==> config.mk <==
export PLATFORM = sky130hd
export DESIGN_NAME = tdpt_rem
export DESIGN_NICKNAME = d
export VERILOG_FILES = /design/src/hw/rtl/tdpt_pkg.sv /design/src/hw/rtl/tdpt_rem.sv
export SDC_FILE = /design/constraint.sdc
export NUM_CORES = 1
export LEC_CHECK = 0
export BUFFER_PORTS_ARGS = -buffer_cell sky130_fd_sc_hd__buf_4
export CAP_MARGIN = 10
export CELL_PAD_IN_SITES_DETAIL_PLACEMENT = 2
export CELL_PAD_IN_SITES_GLOBAL_PLACEMENT = 2
export CORE_UTILIZATION = 36
export DETAILED_ROUTE_END_ITERATION = 10
export GPL_TIMING_DRIVEN = 1
export PLACE_DENSITY = 0.87
export SETUP_SLACK_MARGIN = 0.2
export SLEW_MARGIN = 30
export SYNTH_ARGS = -nofsm -noshare
export SYNTH_HDL_FRONTEND = slang
export SYNTH_SLANG_ARGS = --single-unit
export TNS_END_PERCENT = 30
==> constraint.sdc <==
create_clock -name aclk -period 3.2 [get_ports aclk]
set_input_delay 0.32 -clock aclk [delete_from_list [all_inputs] [get_ports aclk]]
set_output_delay 0.32 -clock aclk [all_outputs]
set_load 0.01 [all_outputs]
==> src/hw/rtl/tdpt_pkg.sv <==
// ----------------------------------------------------------------------------
// tdpt_pkg: shared types and constants for the trial division prime test
// Holds the value width, the derived widths of the divisor, square and
// counter registers, the sequencer state type and the remainder status.
// ----------------------------------------------------------------------------
package tdpt_pkg;

    // Width of the candidate and of the echoed value.
    localparam int VALUE_BITS = 30;

    // The divisor never passes floor(sqrt(candidate)) + 1.
    localparam int DIV_BITS = (VALUE_BITS + 1) / 2 + 1;

    // The running square of the divisor stays below 2 ** (VALUE_BITS + 1).
    localparam int SQ_BITS = VALUE_BITS + 1;

    // Bit counter of the serial remainder unit.
    localparam int CNT_BITS = $clog2(VALUE_BITS + 1);

    // Stream data widths, padded to whole bytes.
    localparam int S_DATA_BITS = ((VALUE_BITS + 7) / 8) * 8;
    localparam int M_DATA_BITS = ((VALUE_BITS + 1 + 7) / 8) * 8;

    // Sequencer states.
    typedef enum logic [2:0] {
        ST_IDLE,
        ST_CHECK,
        ST_DIV,
        ST_DONE
    } tdpt_state_t;

    // Status returned by the remainder unit.
    typedef struct packed {
        logic done;
        logic zero;
    } rem_status_t;

endpackage

==> src/hw/rtl/tdpt_rem.sv <==
// ----------------------------------------------------------------------------
// tdpt_rem: bit-serial remainder unit
// Restoring division, one candidate bit per cycle from the top bit down.
// Reports on a one-cycle done pulse whether the remainder is zero.
// ----------------------------------------------------------------------------
module tdpt_rem (
    input  logic                              aclk,
    input  logic                              aresetn,
    input  logic                              start,
    input  logic [tdpt_pkg::VALUE_BITS-1:0]   dividend,
    input  logic [tdpt_pkg::DIV_BITS-1:0]     divisor,
    output tdpt_pkg::rem_status_t             status
);

    logic [tdpt_pkg::VALUE_BITS-1:0] shift_reg, shift_next;
    logic [tdpt_pkg::DIV_BITS-1:0]   rem_reg, rem_next;
    logic [tdpt_pkg::CNT_BITS-1:0]   cnt_reg, cnt_next;
    logic                            busy_reg, busy_next;
    logic                            done_reg, done_next;
    logic [tdpt_pkg::DIV_BITS:0]     trial;
    logic [tdpt_pkg::DIV_BITS:0]     trial_diff;

    // One restoring step: bring down the next bit and subtract if it fits.
    assign trial      = {rem_reg, shift_reg[tdpt_pkg::VALUE_BITS-1]};
    assign trial_diff = trial - {1'b0, divisor};

    always_comb begin
        shift_next = shift_reg;
        rem_next   = rem_reg;
        cnt_next   = cnt_reg;
        busy_next  = busy_reg;
        done_next  = 1'b0;
        if (start) begin
            shift_next = dividend;
            rem_next   = '0;
            cnt_next   = tdpt_pkg::CNT_BITS'(tdpt_pkg::VALUE_BITS);
            busy_next  = 1'b1;
        end else if (busy_reg) begin
            shift_next = shift_reg << 1;
            if (trial >= {1'b0, divisor}) begin
                rem_next = trial_diff[tdpt_pkg::DIV_BITS-1:0];
            end else begin
                rem_next = trial[tdpt_pkg::DIV_BITS-1:0];
            end
            cnt_next = cnt_reg - tdpt_pkg::CNT_BITS'(1);
            if (cnt_reg == tdpt_pkg::CNT_BITS'(1)) begin
                busy_next = 1'b0;
                done_next = 1'b1;
            end
        end
    end

    // Control state is reset; the data path needs none.
    always_ff @(posedge aclk) begin
        if (!aresetn) begin
            busy_reg <= 1'b0;
            done_reg <= 1'b0;
            cnt_reg  <= '0;
        end else begin
            busy_reg <= busy_next;
            done_reg <= done_next;
            cnt_reg  <= cnt_next;
        end
        shift_reg <= shift_next;
        rem_reg   <= rem_next;
    end

    assign status.done = done_reg;
    assign status.zero = (rem_reg == '0);

endmodule

==> After elaboration in Yosys (flattened, before gate mapping) <==
Index checks and enable logic that the tools add are counted.
{ "totals": {"n_memories": 0, "ff_bits": 53, "output_inout_bits": 2, "latch_bits": 0, "mem_bits_ro": 0, "ram_bits": 0, "elab_cells": 25, "input_bits": 49} }
{ "classes": {"n_lt_le_gt_ge": 1, "n_eq_ne": 1, "bitwise_logic": 2, "mul": 0, "n_addsub": 2, "shift": 0, "n_reduce_logical": 4, "div": 0, "muxes": 9} }
{ "op_table": {"columns": ["cell", "n"], "rows": [
  ["$mux 30", 2],
  ["$ge 17x16->1", 1],
  ["$logic_not 16->1", 1],
  ["$mux 16", 1],
  ["$sub 16x16->16", 1],
  ["$mux 5", 2],
  ["$eq 5x1->1 const B", 1],
  ["$sub 5x1->5 const B", 1],
  ["$mux 1", 4],
  ["$reduce_or 3->1", 1],
  ["$not 1->1", 2],
  ["$reduce_bool 2->1", 1],
  ["$reduce_or 2->1", 1]
]} }

==> Longest topological paths before layout <==
Gate-level depths: netlist of run 1.
{ "logic_depth": {"ltp_word": 4, "mapped_depth": 11, "mapped_depth_nobuf": 11} }

==> Worst setup path before layout of run 1 <==
OpenSTA, ideal clock, no wires.
{ "synth_timing": {"path_kind": "register to register", "start": "reg shift_reg[29] (netlist name)", "end": "reg rem_reg[14] (netlist name)", "arrival_time_ns": 2.350, "path_stages_with_launch": 12, "path_buffers": 0, "setup_slack_ns": 0.723, "t_required_ns": 3.073, "synth_period_minus_slack_ns": 2.477, "setup_time_ns": 0.127, "path_cell_list": "edfxtp_1 > inv_1 > ha_1 > inv_1 > fa_1 > a211oi_1 > o21ai_0 > a311oi_1 > o31ai_1 > a21oi_1 > xor2_1 > o211ai_1"} }
{ "synth_between": {"elab_chain_len": 2, "elab_cells_between_ends": 3, "cone_classes": "1 x add/sub; 1 x order compare; 1 x mux"} }
{ "synth_lines": {"columns": ["item", "line", "rtl"], "rows": [
  ["start, declared", "tdpt_rem.sv:15", "logic [tdpt_pkg::VALUE_BITS-1:0] shift_reg, shift_next;"],
  ["start signal, assigned", "tdpt_rem.sv:64", "shift_reg <= shift_next;"],
  ["$sub 16x16->16 / $ge 17x16->1 (equally long branches)", "tdpt_rem.sv:25, tdpt_rem.sv:40", null],
  ["$mux 16 *", "tdpt_rem.sv:40", "if (trial >= {1'b0, divisor}) begin"],
  ["end signal, assigned", "tdpt_rem.sv:65", "rem_reg <= rem_next;"],
  ["end, declared", "tdpt_rem.sv:16", "logic [tdpt_pkg::DIV_BITS-1:0] rem_reg, rem_next;"]
]} }
Every way passes the cells marked *; elsewhere a longest branch is shown, timed or not.
A chain may end at the register's enable or synchronous reset.

==> Final worst setup path of run 1 <==
{ "layout_timing": {"start": "reg rem_reg[11] (netlist name)", "end": "reg rem_reg[4] (netlist name)"} }
{ "layout_between": {"elab_chain_len": 2} }
{ "layout_lines": {"columns": ["item", "line"], "rows": [
  ["$ge 17x16->1", "tdpt_rem.sv:40"],
  ["$mux 16", "tdpt_rem.sv:40"]
]} }
No other way between the ends.

==> impl_results.md, run 1 <==
* Setup crit start kind: flop
* Initial Utilization at roughly 38%
* Synth Register Bits at 53
* Area of the die at ~0.009 mm^2
* CP Max Fanout at 13
* Max Cap Violations at 0
* R2r worst-path depth at 9
* Total Routing Usage GR at 20.53%
* Commonest non-fill, non-tap cells in the layout: 53 x buf_4, 30 x mux2_2, 30 x edfxtp_1, 26 x nor2_1, 24 x inv_1
* RSZ-0062 raised after global routing: no
* Nets@finish at roughly 400
* Critical path class: reg2reg
* Clock-pin slew on the worst setup and hold paths at 0.10 ns
* Hold_ws at 0.3063 ns
* HP Class: in2reg
* Post-CTS Setup Inserts at 0
* Initial DRC Count at between 90 and 100
* Status: complete, no violations
* Skew final at between 0.01 and 0.015 ns
* Fraction of layout cells with a size suffix above 1 at 29.33%
* Initial antenna violation count at 0
* Post-route ant nets at 0
* DR WL/cell at between 15 and 20 um
* Number of library cell types mapped by synthesis at 50
* # rows at 33
* Root Driver: clkbuf_8
* Crit path arrival time at 2.99 ns
* Ys Warns at 0
* Pre-antenna DRT Iters at 4
* Post-synth EDFFs at 30
* Via count at between 2000 and 2500
* Syn Std Cell Area at 0.003113 mm^2
* Hold-fix buffers, CTS at 0
* Worst setup EP type: flop
* Overall power at roughly 1.6 mW
* Drt drc at 0
* Gpl congestion at 0.7963
* Vias in the first global route at 2617
* Clock Path Buffers at 2
* CTS Sinks at 53
* PnR worst setup slack at around 0.41 ns
* Antenna diode count at 0
* Worst-Margin Slew at 0.8734 ns
* Fin crit period at roughly 2.8 ns
* Worst path required time at 3.41 ns
* Die height at approximately 95 um
* TritonCTS Buffers at 5
* Setup tns final at 0 ns
* Slew HR at 41.56%
* Chip Width at 94.99 um
* H-Tree Depth at 2
* DP Wirelength at 6508 um
* Core Area at 0.008299 mm^2
* CTS tree: done
* Top-Level Pins at 51
* Crit share post-route at 87.04%
* Worst IR Drop VDD at 227.9 uV
* Final wirelength at 8764 um
* Syn Nets at 358
* Hold Path Stages at 2
* # setup viols final at 0
* Remaining Overflow, GRT at 0
* F_max at about 0.36 GHz
* Top FF cell, synth: edfxtp_1
* Worst slack at placement at 0.3434 ns
* Leak at 1.571 nW
* Commonest non-fill, non-tap cell in the layout: buf_4
* Syn-to-layout area delta at 19.29%
* Worst-Skew Late Latency at between 0.3 and 0.4 ns
* Synth Instances at 290
* Avg Cell Area, Syn at around 11 um^2
* Final Hold Viols at 0
* First-pass GRT wire length at 13900 um
* Largest register FFs at 30
* Ys async rst share at 0%
* PwrDens at about 430 mW/mm^2
* Largest net degree at the start of global routing at 48
* Vias/cell at ~5.4
* Final Max Slew Viols at 0
* IO Port Bufs at 50
* Sequential share of the synthesized area at between 40% and 50%
-- worst max-delay path, stage by stage, from the launching register on --
cell	delay, ns
dfxtp_1	0.40
ha_1	0.30
a21oi_1	0.28
o21ai_1	0.16
a41oi_1	0.27
o221ai_2	0.17
a31oi_4	0.47
buf_4	0.27
nand2_1	0.07
a311oi_1	0.29
-- worst paths after layout --
kind                     start             to  slack [ns]
hold / removal    dividend[20]  shift_reg[20]        0.31
hold reg to reg     rem_reg[1]     rem_reg[1]        0.53
setup / recovery   rem_reg[11]     rem_reg[4]        0.41
setup reg to reg   rem_reg[11]     rem_reg[4]        0.41
-- through the flow --
stage / instance area [um^2] / cells / util, %
CTS: 3707 / 446 / 44.67
finish: 3714 / 446 / 44.75
floorplan: 3113 / 290 / -
global route: 3714 / 446 / 44.75
global placement: 3597 / 438 / 43.34
detailed placement: 3597 / 438 / 43.34
-- routing by layer --
metal  part of all wire, %  vias to the layer above  GRT usage [%]
li1                      -                     1153              -
met1                    43                     1216          25.24
met2                    54                       29          38.13
met3                   2.1                        4          2.657
met4                  0.52                        0          3.914
met5                     0                        -              0
-- layout make-up --
class                      instances  area [um^2]
fill                             881         4586
multi-input combinational        203         1623
sequential                        53         1361
timing repair buffer              53        397.9
tap                              105        131.4
inverter                          24        90.09
clock buffer                       5        68.82
clock inverter                     3        41.29
-- kinds of logic (layout without fill, tap and decap cells) --
| group | count (synthesis) | count (layout) | share of synthesized area (%) |
|---|---|---|---|
| compound gates | 62 | 62 | 14.91 |
| buf+inv | 34 | 85 | 4.341 |
| flops | 53 | 53 | 43.73 |
| fa+ha+maj | 19 | 19 | 7.878 |
| xor+xnor | 17 | 17 | 4.783 |
| simple gates | 67 | 67 | 10.93 |
| mux | 38 | 38 | 13.42 |
-- repair_timing --
item / CTS / global route
hold endpoints to repair: 0 / 0
resized for setup: 0 / 1
setup endpoints to repair: 0 / 2
-- cells in the mapped netlist (all sizes together) (4+ instances only) --
cell | n | share of area (%)
nor3 | 5 | 0.80
clkbuf | 6 | 0.72
o21a | 6 | 1.4
xnor2 | 7 | 2.0
a21o | 4 | 0.96
mux2i | 8 | 2.6
ha | 18 | 7.2
nor2 | 28 | 3.7
a21oi | 14 | 2.6
dfxtp | 23 | 15
xor2 | 10 | 2.8
a211oi | 7 | 1.7
o21ai | 11 | 2.1
buf | 4 | 0.72
nor4 | 4 | 0.80
nand2 | 13 | 1.6
mux2 | 30 | 11
edfxtp | 30 | 29
inv | 24 | 2.9
-- power breakdown --
part           leakage, nW  internal [mW]  switching [mW]
clock               0.0518          0.231           0.232
combinational         1.03          0.160           0.175
sequential           0.491          0.785          0.0312
Note: power is estimated with default switching activity, not from simulation.
==> run 2: changes to the inputs <==
Settings changed: CORE_UTILIZATION 36 to 39, PLACE_DENSITY 0.87 to 0.93.
Clock period 3.2 ns to 3.5 ns, I/O delays scaled along.
==> run 2 against run 1 <==
Net effect: global-route usage rose by 2.0 points; flip-flop and latch count did not move; utilization rose by 2.8 points; hold slack improved by 0.016 ns; first-iteration DRC count fell by 22%; count of clock-buffer cells in the layout rose by 1; clock power fell by 21%; via count rose by 1.3%; cell area fell by 1.1%; die area fell by 7.5%; cell count fell by 0.90%; combinational power fell by 8.7%.
==> impl_results.md, run 2 (synthesis gave the netlist of run 1 again) <==
* Vias in the first global route at between 2000 and 3000
* Worst slack at placement at ~0.58 ns
* Core Area at ~0.0077 mm^2
* Crit path buffers/inverters at 2
* Placed insts at 434
* Hold-fix buffers, CTS at 0
* Final Max Slew Viols at 0
* PwrDens at 385.4 mW/mm^2
* Setup tns final at 0 ns
* Worst-Margin Slew at ~0.84 ns
* Worst IR Drop VDD at 168.1 uV
* Largest net degree at the start of global routing at 48
* Commonest non-fill, non-tap cell in the layout: buf_4
* Final Hold Viols at 0
* Final core utilization at 47.54%
* F_max at 0.3181 GHz
* Initial DRC Count at 73
* Top cell by count, worst path: inv_1
* Total Routing Usage GR at 22.56%
* Worst setup EP type: flop
* Worst path required time at 3.70 ns
* Critical path class: reg2reg
* # fillers at about 820
* Crit path arrival time at 3.35 ns
* Area of the die at between 0.008 and 0.009 mm^2
* Top cell family by delay on the critical path: compound AO/OA/AOI/OAI gates
* Root Driver: clkbuf_8
* Fin crit period at 3.143 ns
* Max Cap Violations at 0
* Clock Path Buffers at 2
* NetSw at around 0.4 mW
* Post-CTS Setup Inserts at 0
* Post-route ant nets at 0
* DR WL/cell at around 20 um
* Die height at a little over 90 um
* Initial antenna violation count at 0
* Final wirelength at 8945 um
* Remaining Overflow, GRT at 0
* CP cell instances: inv_1 -> ha_1 -> inv_1 -> fa_1 -> a211oi_1 -> o21ai_0 -> a311oi_1 -> o31ai_1 -> a21oi_1 -> xor2_1 -> o211ai_1
* # rows at 32
* Post_cts resized at 0
* TritonCTS Buffers at 5
* Gpl congestion at 0.8522
* Critical Path Max Stage Delay at 0.60 ns
* Crit-path slowest cell: a311oi_1
* Largest register FFs at 30
* Logic pwr share at 21.6%
* Top-Level Pins at 51
* Flop pwr share at 52.7%
* Drt drc at 0
* Status: complete, no violations
* CP Max Fanout at 3
* Pre-antenna DRT Iters at 4
* CTS tree: done
* HP Class: in2reg
* Skew final at 0.008956 ns
* Fraction of layout cells with a size suffix above 1 at 28.82%
* Clock-pin slew on the worst setup and hold paths at approximately 0.11 ns
* DP Wirelength at between 6000 and 7000 um
* Via count at 2433
* Clk network pwr share at approximately a quarter
* H-Tree Depth at 2
* Chip Width at 91.34 um
* Antenna diode count at 0
* Sw frac at 29.03%
* Initial Utilization at between 40 and 50%
* Leak at around 1.6 nW
* Syn-to-layout area delta at 18.01%
* IO Port Bufs at 50
* Vias/cell at 5.505
* Setup crit start kind: flop
* Commonest non-fill, non-tap cells in the layout: 52 x buf_4, 30 x mux2_2, 30 x edfxtp_1, 26 x nor2_1, 24 x inv_1
* First-pass GRT wire length at 14170 um
* Int Power at between 1 and 1.5 mW
* Crit share post-route at 89.81%
* Nets@finish at 407
* Post-Layout Cell Count at about 440
* Worst-Skew Late Latency at 0.33 ns
* CTS Sinks at 53
* PnR worst setup slack at between 0.3 and 0.4 ns
* # setup viols final at 0
* Slew HR at 44.06%
* RSZ-0062 raised after global routing: no
run 2: final cells by class:
| type | instances | area, um^2 | share of cell area, % |
|---|---|---|---|
| Clock inverter | 2 | 15.01 | 0.4087 |
| Inverter | 24 | 90.09 | 2.452 |
| Tap cell | 102 | 127.6 | 3.474 |
| Multi-Input combinational cell | 203 | 1617 | 44.01 |
| Sequential cell | 53 | 1361 | 37.06 |
| Clock buffer | 6 | 72.57 | 1.975 |
| Timing Repair Buffer | 52 | 390.4 | 10.63 |
run 2: power groups by stage:
stage	combinational (mW)	sequential [mW]	clock, mW
detailed placement	0.297	0.759	0
global placement	0.279	0.754	0
CTS	0.308	0.746	0.376
floorplan	0.199	0.747	0
global route	0.331	0.751	0.391
finish	0.306	0.746	0.364
run 2: metrics by stage:
stage	power (mW)	hold slack (ns)	area (um^2)
after floorplan	0.9463	0.4697	3113
after global placement	1.033	0.5143	3586
after detailed placement	1.056	0.5321	3586
after CTS	1.430	0.3166	3674
after global routing	1.473	0.3118	3674
final	1.416	0.3224	3674
run 2: final timing paths:
check | startpoint | to | slack, ns | cells after the start
max | shift_reg[29] | rem_reg[14] | 0.36 | 11
min | dividend[0] | shift_reg[0] | 0.32 | 2
max reg2reg | shift_reg[29] | rem_reg[14] | 0.36 | 11
min reg2reg | shift_reg[26] | shift_reg[27] | 0.55 | 1
run 2: layer usage:
metal	wire [um]	vias to the layer above	global-route usage [%]	share of wire [%]
li1	-	1150	-	-
met1	3791	1206	26.40	42
met2	4624	53	40.21	52
met3	205	24	2.931	2.3
met4	323	0	11.64	3.6
met5	0	-	0	0
